`src/rtl/graded_interface_profile_core_macros.svh`:
```
// Assertion macros shared by the graded interface profile RTL.
// Each macro expects clk and rst_n in the scope where it is used.
`ifndef GRADED_INTERFACE_PROFILE_CORE_MACROS_SVH
`define GRADED_INTERFACE_PROFILE_CORE_MACROS_SVH

`define GIP_ASSERT_SAME(label, ante, cons, msg) \
    label: assert property (@(posedge clk) disable iff (!rst_n) (ante) |-> (cons)) \
        else $error(msg);

`define GIP_ASSERT_NEXT(label, ante, cons, msg) \
    label: assert property (@(posedge clk) disable iff (!rst_n) (ante) |=> (cons)) \
        else $error(msg);

`endif

```
`src/rtl/gip_pkg.sv`:
```
// Package for the graded interface profile core: sizes, types, codes and the weight table.
// Used by the core, the weight unit and the verification modules; depends on nothing.
package gip_pkg;

    localparam int MAX_LAYERS       = 64;
    localparam int TANH_TABLE_DEPTH = 256;
    localparam int LAYER_AW         = $clog2(MAX_LAYERS);
    localparam int CNT_W            = $clog2(MAX_LAYERS + 1);
    localparam int TANH_AW          = $clog2(TANH_TABLE_DEPTH);
    localparam int STEP_W           = $clog2(TANH_AW);
    localparam int LC_W             = 7;
    localparam int W_W              = 17;
    localparam int U_LIMIT_SH       = 19;
    localparam int DIV_W            = 51;
    localparam int PREF_Q16         = 52290;
    localparam int ONE_Q16          = 65536;

    localparam logic REQ_LOAD  = 1'b0;
    localparam logic REQ_QUERY = 1'b1;

    typedef struct packed {
        logic              req_type;
        logic [5:0]        entry_index;
        logic signed [31:0] density_real;
        logic signed [31:0] density_imag;
        logic signed [31:0] bottom_depth;
        logic signed [31:0] roughness;
        logic signed [31:0] depth_query;
    } in_item_t;

    typedef struct packed {
        logic signed [31:0] profile_real;
        logic signed [31:0] profile_imag;
        logic              saturated;
    } out_item_t;

    typedef struct packed {
        logic signed [31:0] density_real;
        logic signed [31:0] density_imag;
        logic signed [31:0] depth;
        logic signed [31:0] roughness;
    } entry_t;

    typedef struct packed {
        logic              start;
        logic signed [32:0] x;
        logic signed [31:0] sigma;
    } wreq_t;

    typedef struct packed {
        logic             done;
        logic [W_W-1:0]   w;
    } wrsp_t;

    typedef enum logic [2:0] {
        ST_IDLE,
        ST_FETCH0,
        ST_NEXT,
        ST_WAIT,
        ST_MAC,
        ST_ADD,
        ST_FINISH
    } seq_state_t;

    typedef enum logic [2:0] {
        W_IDLE,
        W_MUL,
        W_CHK,
        W_DIV,
        W_ROM
    } wgt_state_t;

    typedef logic [15:0] wrom_t [TANH_TABLE_DEPTH];

    // Unsigned long division used only while the weight table is built.
    function automatic logic [63:0] udiv64(logic [63:0] num, logic [63:0] den);
        logic [63:0] quo;
        logic [64:0] rem;
        quo = '0;
        rem = '0;
        for (int b = 63; b >= 0; b--) begin
            rem = {rem[63:0], num[b]};
            if (rem >= {1'b0, den}) begin
                rem    = rem - {1'b0, den};
                quo[b] = 1'b1;
            end
        end
        return quo;
    endfunction

    // Samples of (1 - tanh(t)) / 2 over [0, 8), built as q / (1 + q) with q = exp(-2t).
    function automatic wrom_t build_rom();
        logic [63:0] one;
        logic [63:0] s;
        logic [63:0] term;
        logic [63:0] q;
        logic [63:0] r;
        longint      acc;
        wrom_t       rom;
        one  = 64'd1 << 32;
        s    = udiv64(64'd1 << 36, 64'(TANH_TABLE_DEPTH));
        term = one;
        acc  = longint'(one);
        q    = one;
        for (int n = 1; n <= 24; n++) begin
            term = udiv64((term * s) >> 32, 64'(n));
            if ((n & 1) != 0) begin
                acc = acc - longint'(term);
            end else begin
                acc = acc + longint'(term);
            end
        end
        r = (acc < 0) ? 64'd0 : 64'(acc);
        for (int k = 0; k < TANH_TABLE_DEPTH; k++) begin
            rom[k] = 16'(udiv64(q << 16, one + q));
            q = (q * r + (64'd1 << 31)) >> 32;
        end
        return rom;
    endfunction

    localparam wrom_t WROM = build_rom();

endpackage

```
`src/rtl/gip_weight.sv`:
```
// Transition weight unit: scales the interface offset, divides by roughness one bit per cycle
// and looks up the tanh table. Depends on gip_pkg.
module gip_weight (
    input  logic          clk,
    input  logic          rst_n,
    input  gip_pkg::wreq_t req,
    output gip_pkg::wrsp_t rsp
);

    gip_pkg::wgt_state_t state_reg, state_next;
    logic                          done_reg, done_next;
    logic [gip_pkg::W_W-1:0]       w_reg, w_next;
    logic                          neg_reg, neg_next;
    logic [32:0]                   ax_reg, ax_next;
    logic [30:0]                   sig_reg, sig_next;
    logic [gip_pkg::DIV_W-1:0]     num_reg, num_next;
    logic [gip_pkg::DIV_W-1:0]     rem_reg, rem_next;
    logic [gip_pkg::DIV_W-1:0]     dsh_reg, dsh_next;
    logic [gip_pkg::TANH_AW-1:0]   quo_reg, quo_next;
    logic                          ovf_reg, ovf_next;
    logic [gip_pkg::STEP_W-1:0]    step_reg, step_next;
    logic                          fit;
    logic [15:0]                   wmag;

    always_ff @(posedge clk or negedge rst_n)
    begin
        if (!rst_n)
        begin
            state_reg <= gip_pkg::W_IDLE;
            done_reg  <= 1'b0;
        end
        else
        begin
            state_reg <= state_next;
            done_reg  <= done_next;
        end
    end

    always_ff @(posedge clk)
    begin
        w_reg    <= w_next;
        neg_reg  <= neg_next;
        ax_reg   <= ax_next;
        sig_reg  <= sig_next;
        num_reg  <= num_next;
        rem_reg  <= rem_next;
        dsh_reg  <= dsh_next;
        quo_reg  <= quo_next;
        ovf_reg  <= ovf_next;
        step_reg <= step_next;
    end

    always_comb
    begin
        state_next = state_reg;
        done_next  = 1'b0;
        w_next     = w_reg;
        neg_next   = neg_reg;
        ax_next    = ax_reg;
        sig_next   = sig_reg;
        num_next   = num_reg;
        rem_next   = rem_reg;
        dsh_next   = dsh_reg;
        quo_next   = quo_reg;
        ovf_next   = ovf_reg;
        step_next  = step_reg;
        fit        = rem_reg >= dsh_reg;
        wmag       = ovf_reg ? 16'd0 : gip_pkg::WROM[quo_reg];
        case (state_reg)
            gip_pkg::W_IDLE:
            begin
                if (req.start)
                begin
                    neg_next = req.x < 0;
                    ax_next  = (req.x < 0) ? 33'(-req.x) : 33'(req.x);
                    sig_next = req.sigma[30:0];
                    if (req.sigma <= 0)
                    begin
                        w_next    = (req.x < 0) ? gip_pkg::W_W'(gip_pkg::ONE_Q16)
                                                : '0;
                        done_next = 1'b1;
                    end
                    else
                    begin
                        state_next = gip_pkg::W_MUL;
                    end
                end
            end
            gip_pkg::W_MUL:
            begin
                num_next   = gip_pkg::DIV_W'(ax_reg * 16'(gip_pkg::PREF_Q16));
                state_next = gip_pkg::W_CHK;
            end
            gip_pkg::W_CHK:
            begin
                ovf_next   = num_reg >= (gip_pkg::DIV_W'(sig_reg) << gip_pkg::U_LIMIT_SH);
                rem_next   = num_reg;
                dsh_next   = gip_pkg::DIV_W'(sig_reg) << (gip_pkg::U_LIMIT_SH - 1);
                quo_next   = '0;
                step_next  = gip_pkg::STEP_W'(gip_pkg::TANH_AW - 1);
                state_next = gip_pkg::W_DIV;
            end
            gip_pkg::W_DIV:
            begin
                if (fit)
                begin
                    rem_next = rem_reg - dsh_reg;
                end
                quo_next  = {quo_reg[gip_pkg::TANH_AW-2:0], fit};
                dsh_next  = dsh_reg >> 1;
                step_next = step_reg - 1'b1;
                if (step_reg == '0)
                begin
                    state_next = gip_pkg::W_ROM;
                end
            end
            gip_pkg::W_ROM:
            begin
                w_next     = neg_reg ? gip_pkg::W_W'(gip_pkg::ONE_Q16 - int'(wmag))
                                     : gip_pkg::W_W'(wmag);
                done_next  = 1'b1;
                state_next = gip_pkg::W_IDLE;
            end
            default:
            begin
                state_next = gip_pkg::W_IDLE;
            end
        endcase
    end

    assign rsp.done = done_reg;
    assign rsp.w    = w_reg;

endmodule

```
`config.mk`:
```
export PLATFORM = sky130hd
export DESIGN_NAME = gip_weight
export DESIGN_NICKNAME = d
export VERILOG_FILES = /design/src/rtl/graded_interface_profile_core_macros.svh /design/src/rtl/gip_pkg.sv /design/src/rtl/gip_weight.sv
export SDC_FILE = /design/constraint.sdc
export NUM_CORES = 1
export LEC_CHECK = 0
export ABC_AREA = 1
export BUFFER_PORTS_ARGS = -buffer_cell sky130_fd_sc_hd__clkbuf_2
export CAP_MARGIN = 20
export CORE_MARGIN = 1
export CORE_UTILIZATION = 34
export DETAILED_ROUTE_END_ITERATION = 12
export PLACE_DENSITY = 0.55
export SLEW_MARGIN = 20
export SYNTH_ARGS = -nofsm -noshare
export SYNTH_HDL_FRONTEND = slang
export SYNTH_SLANG_ARGS = --single-unit
```
`constraint.sdc`:
```
create_clock -name clk -period 7.8 [get_ports clk]
set_input_delay 1.56 -clock clk [delete_from_list [all_inputs] [get_ports clk]]
set_output_delay 1.56 -clock clk [all_outputs]
set_load 0.01 [all_outputs]
```
==> out/metrics.json <==
{
  "floorplan": {
    "io_pins": 86,
    "die_w_um": 267,
    "placement_rows": 96,
    "die-height_um": 267,
    "design.die.area_um2": 71500,
    "core-area_um2": 69200,
    "starting_density_pct": 34.6
  },
  "logic_synthesis": {
    "synth_seq_area_share_pct": 30.8,
    "synth_flop_cell": "sky130_fd_sc_hd__edfxtp_1",
    "synth.net_count": 3442,
    "synthesis.instances": 2951,
    "syn_area_um2": 24000,
    "synth_edf_count": 242,
    "post_synth.cell_area_avg_um2": 8.12,
    "ys_async_sr_fraction_pct": 1.63,
    "synthDistinctLibCells": 56,
    "ys_warn_count": 0,
    "synth-seq-cells": 246
  },
  "timing": {
    "grt_setup_unrepaired": "no",
    "finalCriticalPeriod_ns": 5.58,
    "clock.fmax_mhz": 179,
    "worst_slack_ns": 2.22,
    "timing.final.max_slew_violations": 0,
    "setup_viol_count_final": 0,
    "max_slew.worst_pin.slew_ns": 1.06,
    "summed_negative_setup_slack_over_all_endpoints_ns": 0,
    "maxSlewHeadroom_pct": 28.8,
    "final_hold_viol_count": 0,
    "worst_clock_skew_ns": 0.0291,
    "post-route-period-util_pct": 71.5
  },
  "final_layout": {
    "number_of_filler_cells_placed_in_the_layout": 7374,
    "final_cell_mix": "sky130_fd_sc_hd__nand2_1, sky130_fd_sc_hd__inv_1, sky130_fd_sc_hd__ha_1",
    "most_common_cell_after_layout_fill_and_taps_aside": "sky130_fd_sc_hd__nand2_1",
    "area.growth.synth_to_final_pct": 9.86,
    "flip_flop_count_of_the_largest_register_all_copies_and_words_added": 51,
    "final_layout_net_count": 3514,
    "layout-drive-gt1-share_pct": 6.34
  },
  "clocking": {
    "clock_pin_slew_on_the_worst_setup_and_hold_paths_ns": 0.06,
    "post-cts-setup-buffer-count": 0,
    "cts.hold.buffers_added": 0,
    "cts-htree-levels": 1,
    "cts_tree": "yes",
    "clock_sink_count": 246,
    "cts-root-buf": "sky130_fd_sc_hd__clkbuf_16",
    "total_cts_buffers": 29,
    "ctsResizeCount": 0,
    "clock_path_buffers": 3,
    "skew_pair_late_insertion_delay_ns": 0.60
  },
  "grt": {
    "grt_pass1_vias": 20000,
    "largest_net_degree_at_the_start_of_global_routing": 90,
    "globalRouteOverflowTotal": 0,
    "grt_antenna_before_repair": 0,
    "grt_first_pass_wirelength_um": 110000,
    "grt_usage_pct": 19.7
  },
  "setup_path": {
    "cp.required_ns": 8.13,
    "critical_path.cell_chain": "ha_1 > inv_1 > fa_1 > inv_1 > fa_1 > inv_1 > fa_1 > inv_1 > fa_1 > ha_1 > ha_1 > nand2_1 > nor2_1 > inv_1 > nor2_1 > inv_1 > nor4_1 > o21ai_0 > nand3_1 > xor2_1",
    "timing.critical_path.mode_cell": "sky130_fd_sc_hd__inv_1",
    "critical_path.startpoint_type": "flip-flop",
    "r2r_start": "ax_reg[19]$_DFFE_PP_",
    "cp_slowest_cell": "sky130_fd_sc_hd__fa_1",
    "crit_type": "reg2reg",
    "critPathArrivalTime_ns": 5.90,
    "worstSetupStartpoint": "ax_reg[19]$_DFFE_PP_",
    "ff2ff_setup_slack_ns": 2.22,
    "timing.critical_path.to_type": "flip-flop",
    "max_stage_delay_on_crit_path_ns": 0.53,
    "crit_path_max_fanout": 5
  },
  "flow_run": {
    "max-cap-violations": 0
  },
  "placement": {
    "weighted_congestion_reported_at_the_end_of_routability_driven_placement": 0.957,
    "count_of_port_buffers_added_during_placement": 85,
    "dp.final_hpwl_um": 57400,
    "place_worst_setup_slack_ns": 2.06
  },
  "drt": {
    "detail_route.vias_per_cell": 4.95,
    "drt_drc_violations_left": 0,
    "first_pass_iters": 5,
    "route.final.wire_length_um": 69900,
    "drt.antenna.violating_nets": 0,
    "detailedRoute.firstIterationViolations": 1351,
    "vias": 19700,
    "route.detailed.wl_per_inst_um": 17.6
  },
  "min_path": {
    "timing.hold.worst.class": "reg2reg",
    "worstHoldStart": "ax_reg[3]$_DFFE_PP_"
  },
  "status": {
    "outcome": "completed"
  }
}
## metal layers
layer | track usage, % | vias to the layer above | wire, um
li1 | - | 9942 | -
met1 | 26.9 | 9209 | 33000
met2 | 32.9 | 445 | 32100
met3 | 1.63 | 103 | 2700
met4 | 6.19 | 0 | 2110
met5 | 0 | - | 0
## cell usage after synthesis, types with 2 or more instances
cell type / number / area [um2]
sky130_fd_sc_hd__nand3b_1: 6 / 45.0
sky130_fd_sc_hd__buf_6: 6 / 67.6
sky130_fd_sc_hd__clkbuf_1: 28 / 105
sky130_fd_sc_hd__a31o_2: 2 / 17.5
sky130_fd_sc_hd__o2111ai_1: 4 / 35.0
sky130_fd_sc_hd__nand2_1: 619 / 2320
sky130_fd_sc_hd__and3_1: 6 / 37.5
sky130_fd_sc_hd__o211ai_1: 8 / 60.1
sky130_fd_sc_hd__buf_2: 8 / 40.0
sky130_fd_sc_hd__nand4_1: 30 / 188
sky130_fd_sc_hd__a31oi_1: 21 / 131
sky130_fd_sc_hd__nor2_2: 6 / 37.5
sky130_fd_sc_hd__ha_1: 335 / 4190
sky130_fd_sc_hd__xor2_1: 76 / 666
sky130_fd_sc_hd__inv_2: 6 / 22.5
sky130_fd_sc_hd__a211oi_1: 4 / 30.0
sky130_fd_sc_hd__nand3_1: 155 / 776
sky130_fd_sc_hd__a21o_1: 25 / 188
sky130_fd_sc_hd__edfxtp_1: 242 / 7270
sky130_fd_sc_hd__o21a_1: 7 / 52.6
sky130_fd_sc_hd__o21ai_1: 11 / 55.1
sky130_fd_sc_hd__a21boi_0: 6 / 45.0
sky130_fd_sc_hd__nor3_1: 26 / 130
sky130_fd_sc_hd__buf_8: 2 / 30.0
sky130_fd_sc_hd__o21bai_1: 16 / 120
sky130_fd_sc_hd__or2_2: 12 / 75.1
sky130_fd_sc_hd__nand2_4: 2 / 22.5
sky130_fd_sc_hd__buf_4: 6 / 45.0
sky130_fd_sc_hd__nand3_2: 3 / 30.0
sky130_fd_sc_hd__inv_1: 456 / 1710
sky130_fd_sc_hd__inv_4: 2 / 12.5
sky130_fd_sc_hd__o221ai_1: 3 / 26.3
sky130_fd_sc_hd__nand2_2: 10 / 62.6
sky130_fd_sc_hd__buf_1: 2 / 7.51
sky130_fd_sc_hd__o21ai_0: 168 / 841
sky130_fd_sc_hd__nor2_1: 288 / 1080
sky130_fd_sc_hd__nor4_1: 17 / 106
sky130_fd_sc_hd__xnor2_1: 48 / 420
sky130_fd_sc_hd__and2_1: 3 / 18.8
sky130_fd_sc_hd__fa_1: 88 / 1760
sky130_fd_sc_hd__dfrtp_1: 4 / 100
sky130_fd_sc_hd__a21oi_1: 164 / 821
sky130_fd_sc_hd__o31ai_1: 7 / 52.6
## area by class of cell
type	count	area [um2]	area share [%]
clock buffer	30	729	2.77
clock inverter	24	251	0.956
tap	931	1160	4.43
sequential	246	7370	28.0
antenna	2	5.00	0.0190
inverter	466	1760	6.67
multi-input combinational	2187	14600	55.3
timing repair buffer	93	485	1.84
## critical path: cells and delay by family, from the launching register on
kind            cells  cell delay (ns)
fa+ha+maj           7             3.09
xor+xnor            1             0.07
flops               1             0.49
compound gates      1             0.34
buf+inv             6             0.32
simple gates        5             0.98
## cells by family after synthesis
logic type | share of synthesized area [%]
simple gates | 20.8
buf+inv | 8.56
compound gates | 10.5
fa+ha+maj | 24.8
flops | 30.8
xor+xnor | 4.53
## metrics by stage
stage               hold slack, ns  utilization, %  instance area (um2)  std cells
finish                       0.541            38.0                26300       3979
global route                 0.563            38.0                26300       3977
CTS                          0.540            38.0                26300       3977
detailed placement           0.523            36.6                25300       3923
global placement             0.515            36.6                25300       3923
floorplan                    0.490               -                24000       2951
## worst paths after layout
kind	endpoint	cells after the start
worst min-delay path	num_reg[4]$_DFFE_PP_	0
worst max register to register	num_reg[46]$_DFFE_PP_	20
worst min register to register	num_reg[4]$_DFFE_PP_	0
min in group asynchronous	state_reg[1]$_DFFE_PN0P_	1
max in group asynchronous	done_reg$_DFF_PN0_	1
worst max-delay path	num_reg[46]$_DFFE_PP_	20
Power is not shown: default switching activity piles up to over one toggle a cycle in this logic, so the estimate is an artifact.
